### src/rtl/fcr_pkg.sv
// Shared types, constants and keyword tables of the framed command recogniser.
`default_nettype none

package fcr_pkg;

    // Configuration register indexes.
    localparam int CFG_INDEX_W = 2;
    localparam logic [CFG_INDEX_W-1:0] CFG_START_CHAR = 2'd0;
    localparam logic [CFG_INDEX_W-1:0] CFG_END_CHAR   = 2'd1;

    localparam logic [7:0] START_CHAR_RESET = 8'd35;
    localparam logic [7:0] END_CHAR_RESET   = 8'd37;

    // Characters with a fixed meaning.
    localparam logic [7:0] CHAR_NEWLINE = 8'h0A;
    localparam logic [7:0] CHAR_SPACE   = 8'h20;
    localparam logic [7:0] CHAR_TAB     = 8'h09;
    localparam logic [7:0] CHAR_CR      = 8'h0D;
    localparam logic [7:0] CHAR_PLUS    = 8'h2B;
    localparam logic [7:0] CHAR_MINUS   = 8'h2D;
    localparam logic [7:0] CHAR_ZERO    = 8'h30;
    localparam logic [7:0] CHAR_NINE    = 8'h39;
    localparam logic [7:0] CHAR_LOWER_A = 8'h61;
    localparam logic [7:0] CHAR_LOWER_Z = 8'h7A;
    localparam logic [7:0] CASE_OFFSET  = 8'h20;

    localparam int KW_COUNT = 6;
    localparam int KW_TEXT_W = 128;

    typedef logic [KW_COUNT-1:0] kw_mask_t;

    // Keyword text, right-aligned as string literals are; the first character sits highest.
    localparam logic [KW_TEXT_W-1:0] KW_TEXT [KW_COUNT] = '{
        KW_TEXT_W'({"SHOW_", "SCORE"}),
        KW_TEXT_W'({"SHOW_", "BYTE:"}),
        KW_TEXT_W'({"SOUND_", "TEST"}),
        KW_TEXT_W'({"DISPLAY_", "TEST"}),
        KW_TEXT_W'({"VISUAL_", "BYTE_TEST"}),
        KW_TEXT_W'({"SWITCH_", "MODE:"})
    };
    localparam logic [4:0] KW_LEN [KW_COUNT] = '{5'd10, 5'd10, 5'd10, 5'd12, 5'd16, 5'd12};
    // Keywords that end in a colon and are followed by a number.
    localparam kw_mask_t KW_PREFIX = 6'b100010;

    typedef enum logic [2:0] {
        CMD_UNKNOWN     = 3'd0,
        CMD_SCORE       = 3'd1,
        CMD_BYTE_VALUE  = 3'd2,
        CMD_TONE        = 3'd3,
        CMD_PANEL       = 3'd4,
        CMD_VISUAL_BYTE = 3'd5,
        CMD_MODE        = 3'd6
    } cmd_t;

    typedef enum logic [1:0] {
        NUM_SKIP   = 2'd0,
        NUM_DIGITS = 2'd1,
        NUM_DONE   = 2'd2
    } num_phase_t;

    // One byte's effect on the message state.
    typedef struct packed {
        logic       restart;
        logic       take;
        logic [7:0] data;
    } fcr_step_t;

    // Character of keyword k at position pos; zero beyond the keyword's end.
    function automatic logic [7:0] kw_char(input int unsigned k, input logic [7:0] pos);
        logic [6:0] lsb;
        lsb = 7'd0;
        if (pos >= {3'b000, KW_LEN[k]}) begin
            return 8'h00;
        end
        lsb = ({2'b00, KW_LEN[k]} - 7'd1 - {3'b000, pos[3:0]}) << 3;
        return KW_TEXT[k][lsb +: 8];
    endfunction

endpackage

`default_nettype wire

### src/rtl/fcr_keyword_match.sv
// Keyword tracking: live keyword mask, character position and final command choice.
`default_nettype none

module fcr_keyword_match (
    input  wire logic              aclk,
    input  wire logic              aresetn,
    input  wire fcr_pkg::fcr_step_t step,
    output logic                   parse_en,
    output fcr_pkg::cmd_t          command
);

    fcr_pkg::kw_mask_t alive_reg, alive_next;
    logic [7:0]        pos_reg, pos_next;
    logic [7:0]        upper;

    assign upper = (step.data >= fcr_pkg::CHAR_LOWER_A && step.data <= fcr_pkg::CHAR_LOWER_Z)
                 ? step.data - fcr_pkg::CASE_OFFSET : step.data;

    always_comb begin
        alive_next = alive_reg;
        pos_next   = pos_reg;
        parse_en   = 1'b0;
        for (int k = 0; k < fcr_pkg::KW_COUNT; k++) begin
            if (alive_reg[k]) begin
                if (pos_reg >= {3'b000, fcr_pkg::KW_LEN[k]}) begin
                    if (fcr_pkg::KW_PREFIX[k]) begin
                        parse_en = step.take;
                    end else begin
                        alive_next[k] = 1'b0;
                    end
                end else if (fcr_pkg::kw_char(k, pos_reg) != upper) begin
                    alive_next[k] = 1'b0;
                end
            end
        end
        if (pos_reg != 8'hFF) begin
            pos_next = pos_reg + 8'd1;
        end
        if (step.restart) begin
            alive_next = '1;
            pos_next   = 8'd0;
        end else if (!step.take) begin
            alive_next = alive_reg;
            pos_next   = pos_reg;
        end
    end

    // First live keyword whose length fits the message wins.
    always_comb begin
        command = fcr_pkg::CMD_UNKNOWN;
        for (int k = fcr_pkg::KW_COUNT - 1; k >= 0; k--) begin
            if (alive_reg[k] &&
                (fcr_pkg::KW_PREFIX[k] ? (pos_reg >= {3'b000, fcr_pkg::KW_LEN[k]})
                                       : (pos_reg == {3'b000, fcr_pkg::KW_LEN[k]}))) begin
                command = fcr_pkg::cmd_t'(3'(k + 1));
            end
        end
    end

    always_ff @(posedge aclk) begin
        if (!aresetn) begin
            alive_reg <= '1;
            pos_reg   <= 8'd0;
        end else begin
            alive_reg <= alive_next;
            pos_reg   <= pos_next;
        end
    end

endmodule

`default_nettype wire

### src/rtl/fcr_number_parse.sv
// Decimal number reader for the text after a prefix keyword.
`default_nettype none

module fcr_number_parse (
    input  wire logic               aclk,
    input  wire logic               aresetn,
    input  wire fcr_pkg::fcr_step_t step,
    input  wire logic               parse_en,
    output logic [15:0]             value
);

    fcr_pkg::num_phase_t phase_reg, phase_next;
    logic                neg_reg, neg_next;
    logic [15:0]         acc_reg, acc_next;
    logic                is_digit, is_space;
    logic [15:0]         acc_digit;

    assign is_digit  = step.data >= fcr_pkg::CHAR_ZERO && step.data <= fcr_pkg::CHAR_NINE;
    assign is_space  = step.data == fcr_pkg::CHAR_SPACE ||
                       (step.data >= fcr_pkg::CHAR_TAB && step.data <= fcr_pkg::CHAR_CR);
    assign acc_digit = (acc_reg << 3) + (acc_reg << 1) + {8'h00, step.data - fcr_pkg::CHAR_ZERO};
    assign value     = neg_reg ? 16'd0 - acc_reg : acc_reg;

    always_comb begin
        phase_next = phase_reg;
        neg_next   = neg_reg;
        acc_next   = acc_reg;
        if (step.restart) begin
            phase_next = fcr_pkg::NUM_SKIP;
            neg_next   = 1'b0;
            acc_next   = 16'd0;
        end else if (parse_en && phase_reg != fcr_pkg::NUM_DONE) begin
            if (phase_reg == fcr_pkg::NUM_SKIP && is_space) begin
                phase_next = fcr_pkg::NUM_SKIP;
            end else if (phase_reg == fcr_pkg::NUM_SKIP && step.data == fcr_pkg::CHAR_PLUS) begin
                phase_next = fcr_pkg::NUM_DIGITS;
            end else if (phase_reg == fcr_pkg::NUM_SKIP && step.data == fcr_pkg::CHAR_MINUS) begin
                phase_next = fcr_pkg::NUM_DIGITS;
                neg_next   = 1'b1;
            end else if (is_digit) begin
                phase_next = fcr_pkg::NUM_DIGITS;
                acc_next   = acc_digit;
            end else begin
                phase_next = fcr_pkg::NUM_DONE;
            end
        end
    end

    always_ff @(posedge aclk) begin
        if (!aresetn) begin
            phase_reg <= fcr_pkg::NUM_SKIP;
            neg_reg   <= 1'b0;
            acc_reg   <= 16'd0;
        end else begin
            phase_reg <= phase_next;
            neg_reg   <= neg_next;
            acc_reg   <= acc_next;
        end
    end

endmodule

`default_nettype wire

### src/rtl/framed_command_recognizer_unit.sv
// Top level of the framed command recogniser: input register, message control, result register.
//
//  Channel   Direction  Ports                                   Transfer when
//  s_        in         s_valid, s_ready, s_rx_byte             s_valid && s_ready
//  m_        out        m_valid, m_ready, m_command, m_number   m_valid && m_ready
//  cfg_      in         cfg_valid, cfg_ready, cfg_index, cfg_data  cfg_valid && cfg_ready
//
// Each byte is held in the input register until it moves on; a byte that closes a message
// loads the result register as it moves on, and its result is transferred from there.
// One byte per cycle is sustained while no result is stalled, as the next keyword mask and
// decimal accumulator are formed directly from the registered byte.
// Reset (aresetn low, synchronous) empties both registers and restores hash and percent.
// A stalled result keeps the next byte waiting; after at most one further transfer s_ready falls.
`default_nettype none

module framed_command_recognizer_unit (
    input  wire logic                              aclk,
    input  wire logic                              aresetn,
    input  wire logic                              s_valid,
    output logic                                   s_ready,
    input  wire logic [7:0]                        s_rx_byte,
    output logic                                   m_valid,
    input  wire logic                              m_ready,
    output logic [2:0]                             m_command,
    output logic signed [15:0]                     m_number,
    input  wire logic                              cfg_valid,
    output logic                                   cfg_ready,
    input  wire logic [fcr_pkg::CFG_INDEX_W-1:0]   cfg_index,
    input  wire logic [7:0]                        cfg_data
);

    logic               in_valid_reg;
    logic [7:0]         in_data_reg;
    logic [7:0]         start_char_reg;
    logic [7:0]         end_char_reg;
    logic               in_message_reg, in_message_next;
    logic               out_valid_reg;
    logic [2:0]         out_command_reg;
    logic [15:0]        out_number_reg;

    logic               advance;
    logic               is_start, is_end, emit;
    logic               parse_en;
    fcr_pkg::fcr_step_t step;
    fcr_pkg::cmd_t      command;
    logic [15:0]        value;
    logic [15:0]        number_sel;

    // The registered byte moves on whenever the result register is free or being emptied.
    assign advance   = in_valid_reg && (!out_valid_reg || m_ready);
    assign s_ready   = !in_valid_reg || advance;
    assign cfg_ready = 1'b1;

    assign is_start = in_data_reg == start_char_reg;
    assign is_end   = in_data_reg == end_char_reg;

    // The start test comes first, then the end test, and only then the newline drop.
    assign step.restart = advance && is_start;
    assign step.take    = advance && !is_start && in_message_reg && !is_end &&
                          in_data_reg != fcr_pkg::CHAR_NEWLINE;
    assign step.data    = in_data_reg;
    assign emit         = advance && !is_start && in_message_reg && is_end;

    always_comb begin
        in_message_next = in_message_reg;
        if (step.restart) begin
            in_message_next = 1'b1;
        end else if (emit) begin
            in_message_next = 1'b0;
        end
    end

    // Only the numbered commands carry a value; the mode switch keeps its low byte.
    always_comb begin
        case (command)
            fcr_pkg::CMD_BYTE_VALUE: number_sel = value;
            fcr_pkg::CMD_MODE:       number_sel = {8'h00, value[7:0]};
            default:                 number_sel = 16'd0;
        endcase
    end

    fcr_keyword_match u_keyword (
        .aclk     (aclk),
        .aresetn  (aresetn),
        .step     (step),
        .parse_en (parse_en),
        .command  (command)
    );

    fcr_number_parse u_number (
        .aclk     (aclk),
        .aresetn  (aresetn),
        .step     (step),
        .parse_en (parse_en),
        .value    (value)
    );

    always_ff @(posedge aclk) begin
        if (!aresetn) begin
            in_valid_reg   <= 1'b0;
            in_message_reg <= 1'b0;
            out_valid_reg  <= 1'b0;
            start_char_reg <= fcr_pkg::START_CHAR_RESET;
            end_char_reg   <= fcr_pkg::END_CHAR_RESET;
        end else begin
            if (s_valid && s_ready) begin
                in_valid_reg <= 1'b1;
            end else if (advance) begin
                in_valid_reg <= 1'b0;
            end
            in_message_reg <= in_message_next;
            if (emit) begin
                out_valid_reg <= 1'b1;
            end else if (m_ready) begin
                out_valid_reg <= 1'b0;
            end
            if (cfg_valid && cfg_ready) begin
                if (cfg_index == fcr_pkg::CFG_START_CHAR) begin
                    start_char_reg <= cfg_data;
                end else if (cfg_index == fcr_pkg::CFG_END_CHAR) begin
                    end_char_reg <= cfg_data;
                end
            end
        end
    end

    // Payload registers carry no reset.
    always_ff @(posedge aclk) begin
        if (s_valid && s_ready) begin
            in_data_reg <= s_rx_byte;
        end
        if (emit) begin
            out_command_reg <= command;
            out_number_reg  <= number_sel;
        end
    end

    assign m_valid   = out_valid_reg;
    assign m_command = out_command_reg;
    assign m_number  = out_number_reg;

endmodule

`default_nettype wire

### config.mk
export PLATFORM = sky130hd
export DESIGN_NAME = framed_command_recognizer_unit
export DESIGN_NICKNAME = d
export VERILOG_FILES = /design/src/rtl/fcr_pkg.sv /design/src/rtl/fcr_keyword_match.sv /design/src/rtl/fcr_number_parse.sv /design/src/rtl/framed_command_recognizer_unit.sv
export SDC_FILE = /design/constraint.sdc
export NUM_CORES = 1
export LEC_CHECK = 0
export BUFFER_PORTS_ARGS = -buffer_cell sky130_fd_sc_hd__buf_4
export CAP_MARGIN = 0
export CORE_UTILIZATION = 60
export CTS_BUF_LIST = sky130_fd_sc_hd__clkbuf_4 sky130_fd_sc_hd__clkbuf_8 sky130_fd_sc_hd__clkbuf_16
export CTS_CLUSTER_DIAMETER = 150
export DETAILED_ROUTE_END_ITERATION = 12
export PLACE_DENSITY = 0.86
export SYNTH_ARGS = -nofsm -noshare
export SYNTH_HDL_FRONTEND = slang
export SYNTH_SLANG_ARGS = --single-unit
export TNS_END_PERCENT = 30
### constraint.sdc
create_clock -name aclk -period 5.85 [get_ports aclk]
set_input_delay 0.585 -clock aclk [delete_from_list [all_inputs] [get_ports aclk]]
set_output_delay 0.585 -clock aclk [all_outputs]
set_load 0.1 [all_outputs]
# Word level (Yosys, flattened, before mapping)
# Cells that the tools add are included.
dict set report word_totals {
  regBits 79
  inputBits 23
  elab_cells 169
}
dict set report classes {
  n_addsub 9
  n_lt_le_gt_ge 9
  n_eq_ne 20
  n_shift 6
  muxes 68
  bitwise 5
  n_reduce_logical 39
}
# cell count
set op_table {}
lappend op_table {{128-bit by 8-bit indexed part select with 8-bit output, first input constant} 6}
lappend op_table {{8-bit 2-to-1 mux} 19}
lappend op_table {{8-bit != test} 6}
lappend op_table {{1-bit 2-to-1 mux} 37}
lappend op_table {{16-bit one-hot mux with 2 select lines} 1}
lappend op_table {{8-bit by 6-bit equality test with 1-bit output, second input constant} 3}
lappend op_table {{8-bit by 4-bit >= comparator with 1-bit output, second input constant} 3}
lappend op_table {{1-bit logical AND} 21}
lappend op_table {{3-bit 2-to-1 mux} 6}
lappend op_table {{16-bit adder} 1}
lappend op_table {{16-bit by 8-bit adder with 16-bit output} 1}
lappend op_table {{8-bit by 4-bit equality test with 1-bit output, second input constant} 2}
lappend op_table {{8-bit equality test} 2}
lappend op_table {{16-bit 2-to-1 mux} 1}
lappend op_table {{1-bit by 16-bit subtractor with 16-bit output, first input constant} 1}
lappend op_table {{8-bit by 6-bit subtractor with 8-bit output, second input constant} 2}
lappend op_table {{4-bit subtractor, first input constant} 3}
lappend op_table {{8-bit by 1-bit adder with 8-bit output, second input constant} 1}
lappend op_table {{8-bit by 5-bit equality test with 1-bit output, second input constant} 1}
lappend op_table {{8-bit by 5-bit >= comparator with 1-bit output, second input constant} 1}
lappend op_table {{8-bit by 6-bit >= comparator with 1-bit output, second input constant} 1}
lappend op_table {{8-bit by 7-bit >= comparator with 1-bit output, second input constant} 1}
lappend op_table {{8-bit by 4-bit <= comparator with 1-bit output, second input constant} 1}
lappend op_table {{8-bit by 6-bit <= comparator with 1-bit output, second input constant} 1}
lappend op_table {{other kinds (18)} 34}

# Depth between registers and ports, before layout
dict set report depth {
  depth_word 13
  ltp_mapped 14
  mapped_depth_nobuf 13
}

# Cells and area by module
# A second synthesis with hierarchy kept.
dict set report unflattened {
  hier_cells 690
  area_unflattened_um2 5994.5
}
# mod n_inst cells_each area_per_inst_um2 seq_area_each_um2
set modules_own_cells {}
lappend modules_own_cells {fcr_keyword_match 1 289 2065.7 280.3}
lappend modules_own_cells {fcr_number_parse 1 258 2034.5 380.4}
lappend modules_own_cells {framed_command_recognizer_unit 1 143 1894.3 1191.1}

# Worst setup path after synthesis
# OpenSTA, ideal clock, no wires.
dict set report synth_timing {
  path_type {reg-to-reg}
  from {register in_data_reg[4]}
  to {register u_number.acc_reg[12]}
  setup_time_ns 0.132
  arrival_ns 2.868
  t_required_ns 5.718
  path_slack_ns 2.850
  path_stages_with_launch 14
  period_less_slack_ns 3.000
  path_cell_list {edfxtp_1 buf_2 inv_1 ha_1 inv_1 fa_1 inv_1 ha_1 o21ai_0 nor2_1 o41ai_1 mux2i_1 a31o_1 a21oi_1}
}
dict set report synth_between {
  elab_chain_len 12
}
# item line
set synth_lines {}
lappend synth_lines {{from (decl)} framed_command_recognizer_unit.sv:33} ;# logic [7:0] in_data_reg;
lappend synth_lines {{from (signal assigned)} framed_command_recognizer_unit.sv:130} ;# in_data_reg <= s_rx_byte;
lappend synth_lines {{parallel branches: the longest is 12 deep, another holds 16-bit by 8-bit adder with 16-bit output} n/a}
lappend synth_lines {{to (signal assigned)} fcr_number_parse.sv:57} ;# acc_reg <= acc_next;
lappend synth_lines {{to (decl)} fcr_number_parse.sv:14} ;# logic [15:0] acc_reg, acc_next;
# Several ways; the timed one is not identified.
# A chain may end at the register's enable or synchronous reset.

# Final worst setup path
# Ends and elaborated chain as after synthesis.

==> summary.md <==
| Metric | Value |
|---|---|
| Worst Hold Path EP | `in_data_reg[4]` |
| DR pass1 iterations | `6` |
| Largest net degree at the start of global routing | `33` |
| Initial drt markers | `about 430` |
| Post-cts gate resize count | `0` |
| P_leak | `roughly 0.0028 µW` |
| Worst r2r src | `in_data_reg[4]` |
| CTS Hold Bufs | `0` |
| Critical path origin | `in_data_reg[4]` |
| Sequential fraction of the synthesis area | `0.301` |
| Reg-to-reg slack, setup | `2.35 ns` |
| Max-Cap Viols | `0` |
| Critical path capture point type | `register` |
| Remaining DRCs | `0` |
| Status | `finished, final reports clean` |
| P&R area growth vs syn | `8.62%` |
| Synth area leader | `dfxtp_1` |
| Cell Pwr Density | `between 150 and 200 nW/µm²` |
| Share of cells above drive strength 1 | `0.104` |
| Final period util | `0.598` |
| Overall global routing resource usage | `0.285` |
| PortBufs | `43` |
| Clock period minus worst slack | `3.50 ns` |
| VDD IR max | `0.000161 V` |
| Global-route wire length before repair | `23,500 µm` |
| Rel. slew slack | `0.315` |
| Setup ws final | `2.35 ns` |
| Core Region | `approximately 10000 µm²` |
| Dominant cell by count in the synthesized netlist | `nor2_1` |
| Synth top cells by count | `71 x nor2_1, 52 x dfxtp_1, 47 x xnor2_1` |
| Max Clk Rate | `around 290 MHz` |
| Crit-path max FO | `10` |
| Top FF cell, synth | `dfxtp_1` |
| Critical path data arrival time | `~3.7 ns` |
| Vias in the first global route | `around 5,100` |
| EDFF count, synth | `27` |
| Ys async rst share | `0` |
| Total CTS buffers | `9` |
| Post-CTS Setup Inserts | `0` |
| CTS Buffer Depth | `2` |
| FF-to-FF End | `u_number.acc_reg[12]` |
| Starting Density | `0.624` |
| Antenna Cells | `0` |
| Die H | `between 100 and 150 µm` |
| DR vias/cell | `around 6.2` |
| Syn Std Cell Area | `between 6000 and 7000 µm²` |
| Hold Path Class | `in2reg` |
| Via count | `5,277` |
| Final HPWL DP | `10,800 µm` |
| Yosys top cell area share | `0.169` |
| Root buffer cell | `clkbuf_8` |
| Rows | `36` |
| Final ANT Viol Nets | `0` |
| Initial antenna violation count | `0` |
| Worst Clk Skew | `about 0.0077 ns` |
| Post-Synthesis Cells | `699` |
| TNS Setup | `0 ns` |
| Wire per inst | `around 17 µm` |
| Clock Latency Late Sink | `0.36 ns` |
| Die W | `around 100 µm` |
| Warnings from Yosys | `0` |
| HP Start | `s_rx_byte[4]` |
| Worst Max-Slew Pin Slew | `between 1 and 1.5 ns` |
| Final setup fails | `0` |
| RSZ-0062 raised after global routing | `no` |
| Largest cells by area after synthesis | `dfxtp_1 17%, edfxtp_1 13%, ha_1 8.9%, mux2i_1 6.8%, xnor2_1 6.7%` |
| Post-synthesis cell type count | `70` |
| CTS tree | `yes` |
| Critical path class | `reg2reg` |
| Endpoints failing hold | `0` |
| Synth Register Bits | `79` |
| Crit path launch type | `register` |
| Synth Net Count | `around 770` |
| Pwr Total | `roughly 1200 µW` |
| Worst slack, placed | `around 2.4 ns` |
| Routability Congestion | `about 0.9` |
| Reg2reg path depth | `12` |
| Net count, final | `about 800` |
| Hold path cells | `1` |
| Pins Over Slew Limit | `0` |
| CTS H-tree lvls | `3` |
| Drt total wl | `between 10,000 and 15,000 µm` |
| IO Count | `45` |
| Average size of a mapped cell | `between 8 and 9 µm²` |
| CP required | `~6.1 ns` |
| CTS sink count | `79` |
| Clk slew on worst S/H paths | `roughly 0.080 ns` |
| Die area | `around 11,000 µm²` |
| GRT Residual Overflow | `0` |
## worst max-delay path, cell delays in order, from the launching register on
cell      delay (ns)
edfxtp_1        0.68
inv_1           0.26
ha_1            0.34
inv_1           0.04
fa_1            0.47
inv_1           0.04
ha_1            0.36
o21ai_0         0.28
nor2_1          0.11
o41ai_1         0.35
mux2i_1         0.22
a31o_1          0.15
a21oi_1         0.06
## worst max-delay path by stage
stage	endpoint	slack [ns]	cells after the start
6_report	u_number.acc_reg[12]	2.35	12
5_1_grt	u_keyword.alive_reg[1]	2.12	8
4_1_cts	u_number.acc_reg[13]	2.37	12
3_5_place_dp	u_number.acc_reg[13]	2.39	12
3_3_place_gp	u_number.acc_reg[13]	2.48	12
2_1_floorplan	u_number.acc_reg[12]	2.85	13
## area by class of cell
class	instances	area (µm²)
fill	769	3180
timing repair buffer	45	338
inverter	42	158
multi-input combinational	540	3950
clock inverter	6	85.1
clock buffer	10	131
tap	133	166
sequential	79	1850
## metal layers
layer | share of wire | vias to the layer above | global-route usage | routed length (µm)
met1 | 0.45 | 2523 | 0.359 | 6430
met2 | 0.48 | 192 | 0.474 | 6820
met4 | 0.025 | 0 | 0.160 | 359
met3 | 0.050 | 28 | 0.0370 | 709
li1 | - | 2534 | - | -
met5 | 0 | - | 0 | 0
## metrics by stage
stage	util	cell area [µm²]	hold WS, ns	std cells
2_1_floorplan	-	6150	0.437	699
4_1_cts	0.678	6680	0.387	855
5_1_grt	0.678	6680	0.387	855
3_3_place_gp	0.656	6470	0.443	839
3_5_place_dp	0.656	6470	0.449	839
6_report	0.678	6680	0.398	855
## cells in the final DEF, fill, tap and decap left out, types with 6 or more instances in the layout
master and n:
o31ai_1 9, edfxtp_1 27, nor4_1 8, ha_1 44
inv_1 41, a21o_1 7, xor2_1 32, buf_4 45
dfxtp_1 52, nand2b_1 10, or3_1 8, nor3_1 14
nand3_1 21, nor2_1 71, mux2i_1 42, fa_1 6
o211ai_1 11, xnor2_1 47, a21oi_1 37, clkbuf_8 9
a31oi_1 9, o21ai_0 17, nand4_1 7, nand2_1 44
nor2b_1 8
## power by group
| part | switching, µW | internal, µW |
|---|---|---|
| Sequential | 29.7 | 574 |
| Clock | 201 | 243 |
| Combinational | 65.2 | 57.2 |
## kinds of logic after synthesis
| logic type | count (synthesis) | synth area share |
|---|---|---|
| buf+inv | 80 | 0.0565 |
| mux | 44 | 0.0756 |
| compound gates | 148 | 0.165 |
| simple gates | 217 | 0.178 |
| fa+ha+maj | 50 | 0.109 |
| other cells | 1 | 0.000609 |
| xor+xnor | 80 | 0.115 |
| flops | 79 | 0.301 |
Note: power is estimated with default switching activity, not from simulation.
